==> config.mk <==
export PLATFORM = sky130hd
export DESIGN_NAME = lccc_ctrl
export DESIGN_NICKNAME = d
export VERILOG_FILES = /design/src/rtl/lccc_pkg.sv /design/src/rtl/lccc_ctrl.sv
export SDC_FILE = /design/constraint.sdc
export NUM_CORES = 1
export LEC_CHECK = 0
export ABC_AREA = 1
export BUFFER_PORTS_ARGS = -buffer_cell sky130_fd_sc_hd__clkbuf_2
export CORE_MARGIN = 2
export CORE_UTILIZATION = 45
export CTS_CLUSTER_SIZE = 10
export DETAILED_ROUTE_END_ITERATION = 10
export GPL_TIMING_DRIVEN = 0
export MAX_ROUTING_LAYER = met4
export PLACE_DENSITY = 0.71
export SLEW_MARGIN = 20
export SYNTH_ARGS = -nofsm -noshare
export SYNTH_HDL_FRONTEND = slang
export SYNTH_SLANG_ARGS = --single-unit
==> constraint.sdc <==
create_clock -name i_clk -period 1.3 [get_ports i_clk]
set_input_delay 0.065 -clock i_clk [delete_from_list [all_inputs] [get_ports i_clk]]
set_output_delay 0.065 -clock i_clk [all_outputs]
set_load 0.05 [all_outputs]
==> src/rtl/lccc_pkg.sv <==
// ----------------------------------------------------------------------------
// LOD chain crossfade controller package
// Payload types, command and operation codes, shared helpers.
// ----------------------------------------------------------------------------
package lccc_pkg;

    localparam int LW = 4;
    localparam int FW = 17;
    localparam logic [FW-1:0] FADE_ONE = 17'h10000;

    localparam logic [1:0] CMD_LOAD   = 2'd0;
    localparam logic [1:0] CMD_INIT   = 2'd1;
    localparam logic [1:0] CMD_TICK   = 2'd2;
    localparam logic [1:0] CMD_UPDATE = 2'd3;

    localparam logic [3:0] OP_NONE    = 4'd0;
    localparam logic [3:0] OP_CAPTURE = 4'd1;
    localparam logic [3:0] OP_EXEC    = 4'd2;
    localparam logic [3:0] OP_LOAD    = 4'd3;
    localparam logic [3:0] OP_WALK    = 4'd4;
    localparam logic [3:0] OP_FINAL   = 4'd5;
    localparam logic [3:0] OP_CHANGE  = 4'd6;
    localparam logic [3:0] OP_LOOP    = 4'd7;
    localparam logic [3:0] OP_RAMP    = 4'd8;
    localparam logic [3:0] OP_RAMP2   = 4'd9;
    localparam logic [3:0] OP_DONE    = 4'd10;

    typedef struct packed {
        logic [1:0]  command;
        logic [7:0]  chain_id;
        logic [7:0]  table_index;
        logic [23:0] threshold;
        logic [7:0]  first_lod;
        logic [3:0]  lod_count;
        logic [23:0] far_dist;
        logic [23:0] cam_dist;
        logic [31:0] cur_time;
    } t_in;

    typedef struct packed {
        logic       write_valid;
        logic [7:0] lod_index;
        logic [7:0] fade_byte;
        logic       last;
    } t_out;

    typedef struct packed {
        logic [3:0] op;
        logic       force_dt;
    } t_ctl;

    typedef struct packed {
        logic [1:0] cmd;
        logic       lod_en;
        logic       walk_more;
        logic       lvl_same;
        logic       fading;
        logic       big_jump;
        logic       loop_more;
        logic       ramp_two;
        logic       out_free;
    } t_stat;

    function automatic logic [7:0] mod_reduce(input logic [7:0] v, input int m);
        logic [20:0] rem;
        int k;
        rem = {13'd0, v};
        for (k = 7; k >= 0; k--) begin
            if (rem >= (21'(m) << k)) begin
                rem = rem - (21'(m) << k);
            end
        end
        return rem[7:0];
    endfunction

    function automatic logic [7:0] fade_to_byte(input logic [FW-1:0] f);
        logic [FW+7:0] p;
        p = {8'd0, f} * 25'd255;
        return p[23:16];
    endfunction

endpackage

==> src/rtl/lccc_ctrl.sv <==
// ----------------------------------------------------------------------------
// LOD chain crossfade controller sequencer
// Steps each update through walk, level change, ramp and flush; other commands take shorter paths.
// ----------------------------------------------------------------------------
module lccc_ctrl (
    input  logic           i_clk,
    input  logic           i_rst_n,
    input  logic           i_in_valid,
    output logic           o_in_ready,
    input  lccc_pkg::t_stat i_stat,
    output lccc_pkg::t_ctl  o_ctl
);
    import lccc_pkg::*;

    localparam logic [3:0] S_IDLE  = 4'd0;
    localparam logic [3:0] S_EXEC  = 4'd1;
    localparam logic [3:0] S_LOAD  = 4'd2;
    localparam logic [3:0] S_WALK  = 4'd3;
    localparam logic [3:0] S_WWAIT = 4'd4;
    localparam logic [3:0] S_FINAL = 4'd5;
    localparam logic [3:0] S_CL0   = 4'd6;
    localparam logic [3:0] S_CL1   = 4'd7;
    localparam logic [3:0] S_LOOP  = 4'd8;
    localparam logic [3:0] S_RAMP  = 4'd9;
    localparam logic [3:0] S_RAMP2 = 4'd10;
    localparam logic [3:0] S_DONE  = 4'd11;

    logic [3:0] r_state, n_state;
    logic       r_force, n_force;

    always_comb begin
        n_state    = r_state;
        n_force    = r_force;
        o_ctl.op   = OP_NONE;
        o_ctl.force_dt = r_force;
        o_in_ready = 1'b0;
        case (r_state)
            S_IDLE: begin
                o_in_ready = 1'b1;
                if (i_in_valid) begin
                    o_ctl.op = OP_CAPTURE;
                    n_state  = S_EXEC;
                end
            end
            S_EXEC: begin
                if (i_stat.cmd == CMD_UPDATE) begin
                    n_state = S_LOAD;
                end else begin
                    o_ctl.op = OP_EXEC;
                    n_state  = (i_stat.cmd == CMD_INIT) ? S_LOOP : S_DONE;
                end
            end
            S_LOAD: begin
                o_ctl.op = OP_LOAD;
                n_state  = i_stat.lod_en ? S_WALK : S_FINAL;
            end
            S_WALK: begin
                if (i_stat.walk_more) begin
                    o_ctl.op = OP_WALK;
                    n_state  = S_WWAIT;
                end else begin
                    n_state = S_FINAL;
                end
            end
            S_WWAIT: begin
                n_state = S_WALK;
            end
            S_FINAL: begin
                o_ctl.op = OP_FINAL;
                n_state  = S_CL0;
            end
            S_CL0: begin
                if (i_stat.lvl_same) begin
                    n_force = 1'b0;
                    n_state = S_RAMP;
                end else if (i_stat.fading) begin
                    n_force = 1'b1;
                    n_state = S_RAMP;
                end else begin
                    n_state = S_CL1;
                end
            end
            S_CL1: begin
                if (i_stat.out_free) begin
                    o_ctl.op = OP_CHANGE;
                    n_force  = 1'b0;
                    n_state  = i_stat.big_jump ? S_LOOP : S_RAMP;
                end
            end
            S_LOOP: begin
                if (!i_stat.loop_more) begin
                    n_force = 1'b0;
                    n_state = (i_stat.cmd == CMD_INIT) ? S_DONE : S_RAMP;
                end else if (i_stat.out_free) begin
                    o_ctl.op = OP_LOOP;
                end
            end
            S_RAMP: begin
                if (i_stat.out_free) begin
                    o_ctl.op = OP_RAMP;
                    if (i_stat.ramp_two) begin
                        n_state = S_RAMP2;
                    end else begin
                        n_state = r_force ? S_CL1 : S_DONE;
                    end
                end
            end
            S_RAMP2: begin
                if (i_stat.out_free) begin
                    o_ctl.op = OP_RAMP2;
                    n_state  = r_force ? S_CL1 : S_DONE;
                end
            end
            S_DONE: begin
                if (i_stat.out_free) begin
                    o_ctl.op = OP_DONE;
                    n_state  = S_IDLE;
                end
            end
            default: begin
                n_state = S_IDLE;
            end
        endcase
    end

    always_ff @(posedge i_clk) begin
        if (!i_rst_n) begin
            r_state <= S_IDLE;
            r_force <= 1'b0;
        end else begin
            r_state <= n_state;
            r_force <= n_force;
        end
    end

endmodule

* Word level (Yosys, flattened, before mapping) *
Cells that the tools add are included.

storage, ports and cells
  register bits = 5
  bits in latches = 0
  bits in writable memories = 0
  bits in read-only memories = 0
  input bits = 13
  output and inout bits = 6
  word-level logic and storage cells = 59
  memories = 0

cells by class
  add/sub/neg operators = 0
  multipliers = 0
  div/mod/pow operators = 0
  order comparisons = 0
  eq/ne operators = 20
  shift operators = 0
  multiplexer cells = 33
  bitwise operators = 0
  reduce and logical (&&, ||, !) cells = 4

operators by type and width
  operator            count
  $mux 4              14
  $pmux 4 s12         1
  $pmux 4 s10         1
  $eq 4x3->1 const B  4
  $eq 4x4->1 const B  4
  $mux 3              5
  $ne 2x2->1 const B  6
  $eq 4x2->1 const B  2
  $mux 1              8
  $mux 2              3
  $reduce_and 6->1    1
  $eq 4x1->1 const B  1
  $logic_not 4->1     1
  $reduce_and 4->1    1
  $ne 3x3->1 const B  1
  $pmux 1 s3          1
  $reduce_bool 3->1   1
  $eq 2x1->1 const B  1
  $eq 2x2->1 const B  1

* Longest topological paths before layout *
Gate-level depths: netlist of the first run.

  word-level depth = 4
  depth in mapped cells = 9
  depth with buffers taken out = 9

* Worst setup path before layout of the first run *
No wires, ideal clock.

  path kind = flip-flop to output port
  from = register r_state[0]
  to = output o_ctl[4] (netlist bit)
  data arrival time = 1644 ps
  required time = 1235 ps
  slack = -409 ps
  stages on the path, launching flop included = 3
  path buffers = 0
  cells stage by stage = dfxtp_1 -> nor2_2 -> nor3_1

RTL lines
  item                    line              text
  from (decl)             lccc_ctrl.sv:28   logic [3:0] r_state, n_state;
  from (signal assigned)  lccc_ctrl.sv:131  r_state <= n_state;
  to (decl)               lccc_ctrl.sv:11   output lccc_pkg::t_ctl o_ctl

==> flow_metrics.tcl, run 1 <==
set metrics [dict create \
    setup_ws_ps -160 \
    drive_gt1_frac 0.520 \
    total_power_mw 2.88 \
    dp_hpwl_mm 1.30 \
    slew_viol_final 0 \
    drtIter0Drc 30 \
    synth_top_area_share 0.219 \
    path_buf_inv 2 \
    die_w_um 41.1 \
    syn_avg_cell_area_um2 5.37 \
    layout_common_cells "27 x nand2_1, 13 x nor2_1, 13 x clkbuf_2, 11 x nand2_2, 11 x nand3_1" \
    hold_viol 0 \
    power_leakage_nw 0.544 \
    cts.clk_slew.worst_paths_ps 50 \
    post-route-period-util 1.12 \
    dpl_cell_area_um2 756 \
    cp_slowest_cell "dfxtp_4" \
    multi_input_area_um2 574 \
    ys_types 19 \
    drt-total-wl_mm 2.31 \
    crit_family "flip-flops" \
    finalSetupViolations 9 \
    critPathMaxFanout 5 \
    setup_tns_ps -668 \
    insertion_delay_ps 240 \
    path_class "reg -> out" \
    vias 921 \
    htree_levels 1 \
    synth_seq_cells 5 \
    max_freq_ghz 0.685 \
    final_common_cell "nand2_1" \
    synthesis.area_um2 618 \
    grt_pass1_vias 659 \
    grt_usage 0.251 \
    yosysSeqAreaShare 0.162 \
    cp_slowest_stage_delay_ps 390 \
    final_nets 164 \
    dieArea_mm2 0.00169 \
    areaGrowthSynthToFinish_pct 72.9 \
    design_area_mm2 0.00107 \
    wl_per_cell_um 14.0 \
    worstPathCellList "inv_4 -> nand2_2 -> nor2_2 -> nand2_2 -> nand2_1 -> a31oi_1 -> nand3_2 -> buf_8" \
    period_needed_ps 1460 \
    routabilityCongestion 0.799 \
    worst_pin_slew_ps 264 \
    seqCellArea_um2 115 \
    ys_warn_count 0 \
    critPathRequiredTime_ps 1240 \
    syn_inst 115 \
    syn-num-nets 128 \
    maxSlewHeadroom 0.823 \
    status "complete, but fails checks" \
    clockBufferDepth 2 \
    fin_skew_ps 9.42 \
    fill_cells 80 \
    hp-class "in -> reg" \
    cts_buffers 3 \
    dr.pass1.iters 4 \
    critPathMostFrequentCell "nand2_2" \
    maxCapViolCount 0 \
    vias_per_cell 5.58 \
    rsz0062_at_grt "yes" \
    fp.coreArea_mm2 0.00128 \
    start_util 0.481 \
    overflow 0 \
    grt_pass1_wl_mm 2.62 \
    io_buffer_count 18 \
    root_buffer "clkbuf_4" \
    synthTopCellsByArea "nand2_1 22%, dfxtp_1 16%, nand3_1 11%" \
    ios 19 \
    clock_sinks 5 \
    cts_hold_buf 0 \
    synth_top_cell_by_area "nand2_1" \
    drtAntennaViolNets 0 \
    violations "negative setup slack" \
    die_h_um 41.1 \
    peakVddDrop_mv 1.57 \
    arrival_ps 1390 \
    grt_max_degree 8 \
    num_antenna_cells 0 \
    rows 13 \
    antenna_found_initial 0 \
    tritoncts "yes" \
    cellPowerDensity_mw_per_mm2 2690 \
    endpoint_kind "output pin" \
    crit_path_start_kind "flop" \
    drc 0 \
]
==> cell families after synthesis <==
kind of cell	share of synthesized area
AO/OA/AOI/OAI	0.146
buffers and inverters	0.103
AND/OR/NAND/NOR	0.589
flip-flops	0.162
==> path summary, 6_finish.rpt <==
check,slack [ps],to,cells after the start,startpoint
min,40,r_force,3,i_rst_n
max,-160,o_ctl[2],8,r_state[3]
max reg2reg,-70,r_state[2],7,r_state[1]
min reg2reg,500,r_force,2,r_force
==> through the flow <==
stage                      util  hold slack (ps)  worst slack (ps)  std cells
final                     0.832             42.5              -160        165
after CTS                 0.692             44.8              -133        156
after global routing      0.832             58.5              -235        165
after detailed placement  0.588              303              -115        148
after floorplan               -              185             -27.3        115
after global placement    0.588              296              -104        148
==> what timing repair did <==
action                                  4_1_cts  5_1_grt
buffers inserted                              4        9
endpoints found under the setup margin       10       10
pin swaps                                     6       23
resized for setup                            26       37
endpoints found under the hold margin         0        0
cloned                                        0        0
==> sequential cells by signal, indices dropped and copies added, names as in the netlist <==
name / cells
r_state: 4
r_force: 1
==> layer usage <==
metal,track usage,wire length [µm],part of all wire
met1,0.284,864,0.37
met5,-,0,0
met3,0.0326,182,0.079
met4,0.142,57,0.025
met2,0.418,1200,0.52
==> tightest hold or removal path: stages <==
cell and delay [ps]:
clkbuf_2 90, nand2_1 60, nor2_1 30
==> final cells by class <==
cell class,count,area share
timing repair buffer,31,0.241
tap,15,0.0176
multi-input combinational,94,0.537
sequential,5,0.108
clock buffer,4,0.0246
buffer,1,0.00703
inverter,15,0.0644
==> power by group <==
part | internal [mW] | leakage [nW] | switching [mW]
registers | 0.245 | 0.0437 | 0.153
clock network | 0.116 | 0.0150 | 0.0632
logic | 0.961 | 0.485 | 1.34
==> synthesized netlist by cell type (all sizes together) <==
| cell type | n |
|---|---|
| a31oi | 1 |
| o2111ai | 2 |
| dfxtp | 5 |
| nand3b | 1 |
| nor3 | 1 |
| a21oi | 5 |
| o211ai | 1 |
| buf | 1 |
| nand3 | 14 |
| o21ai | 6 |
| nand2 | 40 |
| nor2 | 23 |
| inv | 15 |
No activity file was read; power rests on OpenSTA's default activity.
==> run 2, diff against run 1 <==
PLACE_DENSITY = 0.83   (was 0.71)
==> run 2 against run 1 <==
Against the previous run: the run still ends with negative setup slack left; largest cell class unchanged; power decreased by 14%; worst setup slack got worse by 6.0 ps; clock power about the same; global-route usage increased by 2.0 points; critical endpoint unchanged; clock skew about the same; fmax decreased by 0.41%; final cell count decreased by 2.4%; non-clock buffer count decreased by 4; sequential power decreased by 6.0%; core utilization decreased by 6.6 points; final area decreased by 8.0%.
==> flow_metrics.tcl, run 2 (synthesized netlist as in run 1, its figures left out) <==
set metrics [dict create \
    antenna_found_initial 0 \
    vias_per_cell 5.48 \
    cellPowerDensity_mw_per_mm2 2530 \
    drc 0 \
    die_h_um 41.1 \
    final_common_cell "nand2_1" \
    r2r_end "r_force" \
    peakVddDrop_mv 1.44 \
    pre_cts_slack_ps -112 \
    worst_pin_slew_ps 311 \
    worstPathCellList "inv_4 -> nand2_4 -> nor2_4 -> nand2_2 -> nand2_1 -> a31oi_1 -> nand3_1 -> buf_8" \
    tritoncts "yes" \
    cts_buffers 3 \
    routabilityCongestion 0.821 \
    rsz0062_at_grt "yes" \
    finalSetupViolations 7 \
    htree_levels 1 \
    insertion_delay_ps 240 \
    final_nets 160 \
    fp.coreArea_mm2 0.00128 \
    setup_ws_ps -166 \
    wl_per_cell_um 13.2 \
    slew_viol_final 0 \
    cts_hold_buf 0 \
    post-route-period-util 1.13 \
    dieArea_mm2 0.00169 \
    ios 19 \
    grt_pass1_vias 747 \
    status "complete, but fails checks" \
    root_buffer "clkbuf_4" \
    io_buffer_count 18 \
    period_needed_ps 1470 \
    fin_skew_ps 9.21 \
    final_util 0.765 \
    cts.clk_slew.worst_paths_ps 50 \
    dr.pass1.iters 4 \
    num_antenna_cells 0 \
    violations "negative setup slack" \
    max_freq_ghz 0.682 \
    path_class "reg -> out" \
    grt_pass1_wl_mm 2.90 \
    critPathMaxFanout 5 \
    layout_common_cells "30 x nand2_1, 14 x clkbuf_2, 13 x nand3_1, 13 x nor2_1, 10 x inv_1" \
    dpl_cell_area_um2 756 \
    drtIter0Drc 40 \
    cp_slowest_stage_delay_ps 390 \
    critPathRequiredTime_ps 1240 \
    total_power_mw 2.49 \
    hold_viol 0 \
    clockBufferDepth 2 \
    setup_tns_ps -547 \
    die_w_um 41.1 \
    path_buf_inv 2 \
    dp_hpwl_mm 1.35 \
    endpoint_kind "output pin" \
    drt-total-wl_mm 2.12 \
    design_area_um2 983 \
    fill_cells 92 \
    arrival_ps 1400 \
    power_leakage_nw 0.503 \
    clock_sinks 5 \
    vias 883 \
    grt_usage 0.270 \
    drtAntennaViolNets 0 \
    largest-register "r_state" \
    r2r-start "r_state[1]" \
    cp_slowest_cell "dfxtp_4" \
    maxCapViolCount 0 \
    whs_path_depth 3 \
    crit_family "flip-flops" \
    grt_max_degree 9 \
    r2r_setup_slack_ps -40 \
    start_util 0.481 \
    hold_end "r_force" \
    crit_path_start_kind "flop" \
    reg_top3 "r_state x4, r_force x1" \
    rows 13 \
    drive_gt1_frac 0.452 \
    hp-class "in -> reg" \
    r2r_cells 10 \
    maxSlewHeadroom 0.793 \
    hp-start "i_rst_n" \
    areaGrowthSynthToFinish_pct 59.1 \
    overflow 0 \
    largest_reg_flops 4 \
]
-- run 2: cell types whose count changed in the layout (fill, tap and decap cells not counted), moves of 3 or more --
| cell | change |
|---|---|
| buf_4 | -3 |
| inv_4 | -3 |
| nand3_2 | -3 |
| nand2_2 | -3 |
| nand2_1 | +3 |
-- run 2: timing repair --
| action | CTS | global route |
|---|---|---|
| endpoints found under the setup margin | 10 | 10 |
| resized for setup | 27 | 18 |
| pin swaps | 7 | 13 |
| setup buffers | 6 | 3 |
-- run 2: power by group --
part	internal [mW]	switching [mW]	total, mW	leakage (nW)
Clock	0.116	0.0645	0.181	0.0150
Sequential	0.244	0.130	0.374	0.0437
Combinational	0.719	1.21	1.93	0.445
-- run 2: layout make-up --
cell class	count	area, µm²	area share
well taps	15	18.8	0.0191
repair buffers	27	205	0.209
flip-flops and latches	5	115	0.117
plain buffers	1	7.51	0.00763
clock buffers	4	26.3	0.0267
multi-input cells	94	549	0.559
inverters	15	61.3	0.0623
-- run 2: worst max-delay path by stage --
stage	startpoint	end	slack, ps	cells past startpoint
6_report	r_state[3]	o_ctl[2]	-170	8
2_1_floorplan	r_state[2]	o_ctl[2]	-30	5
4_1_cts	r_state[3]	o_ctl[2]	-120	8
3_3_place_gp	r_state[3]	o_ctl[1]	-100	5
3_5_place_dp	r_state[3]	o_ctl[1]	-110	5
5_1_grt	r_state[3]	o_ctl[2]	-190	8
-- run 2: metrics by stage --
step	std cells	hold WS, ps
global placement	148	290
floorplan	115	185
finish	161	55.4
detailed placement	148	301
CTS	158	51.3
global route	161	74.5
-- run 2: worst reg2reg max path: stages, from the launching register on --
cell and delay (ps):
dfxtp_4 380, inv_2 60, nor2_4 170, buf_6 130, nand2_1 60, nor2_1 100
nor2_1 70, nor2_2 90, o21ai_1 70, nand2_1 50, nor2_1 40
-- run 2: metal layers --
metal / share of wire / up-vias / track usage
met3: 0.088 / 2 / 0.0815
met2: 0.51 / 53 / 0.500
met4: 0.0071 / 0 / 0.0583
li1: - / 433 / -
met5: 0 / - / -
met1: 0.40 / 395 / 0.275
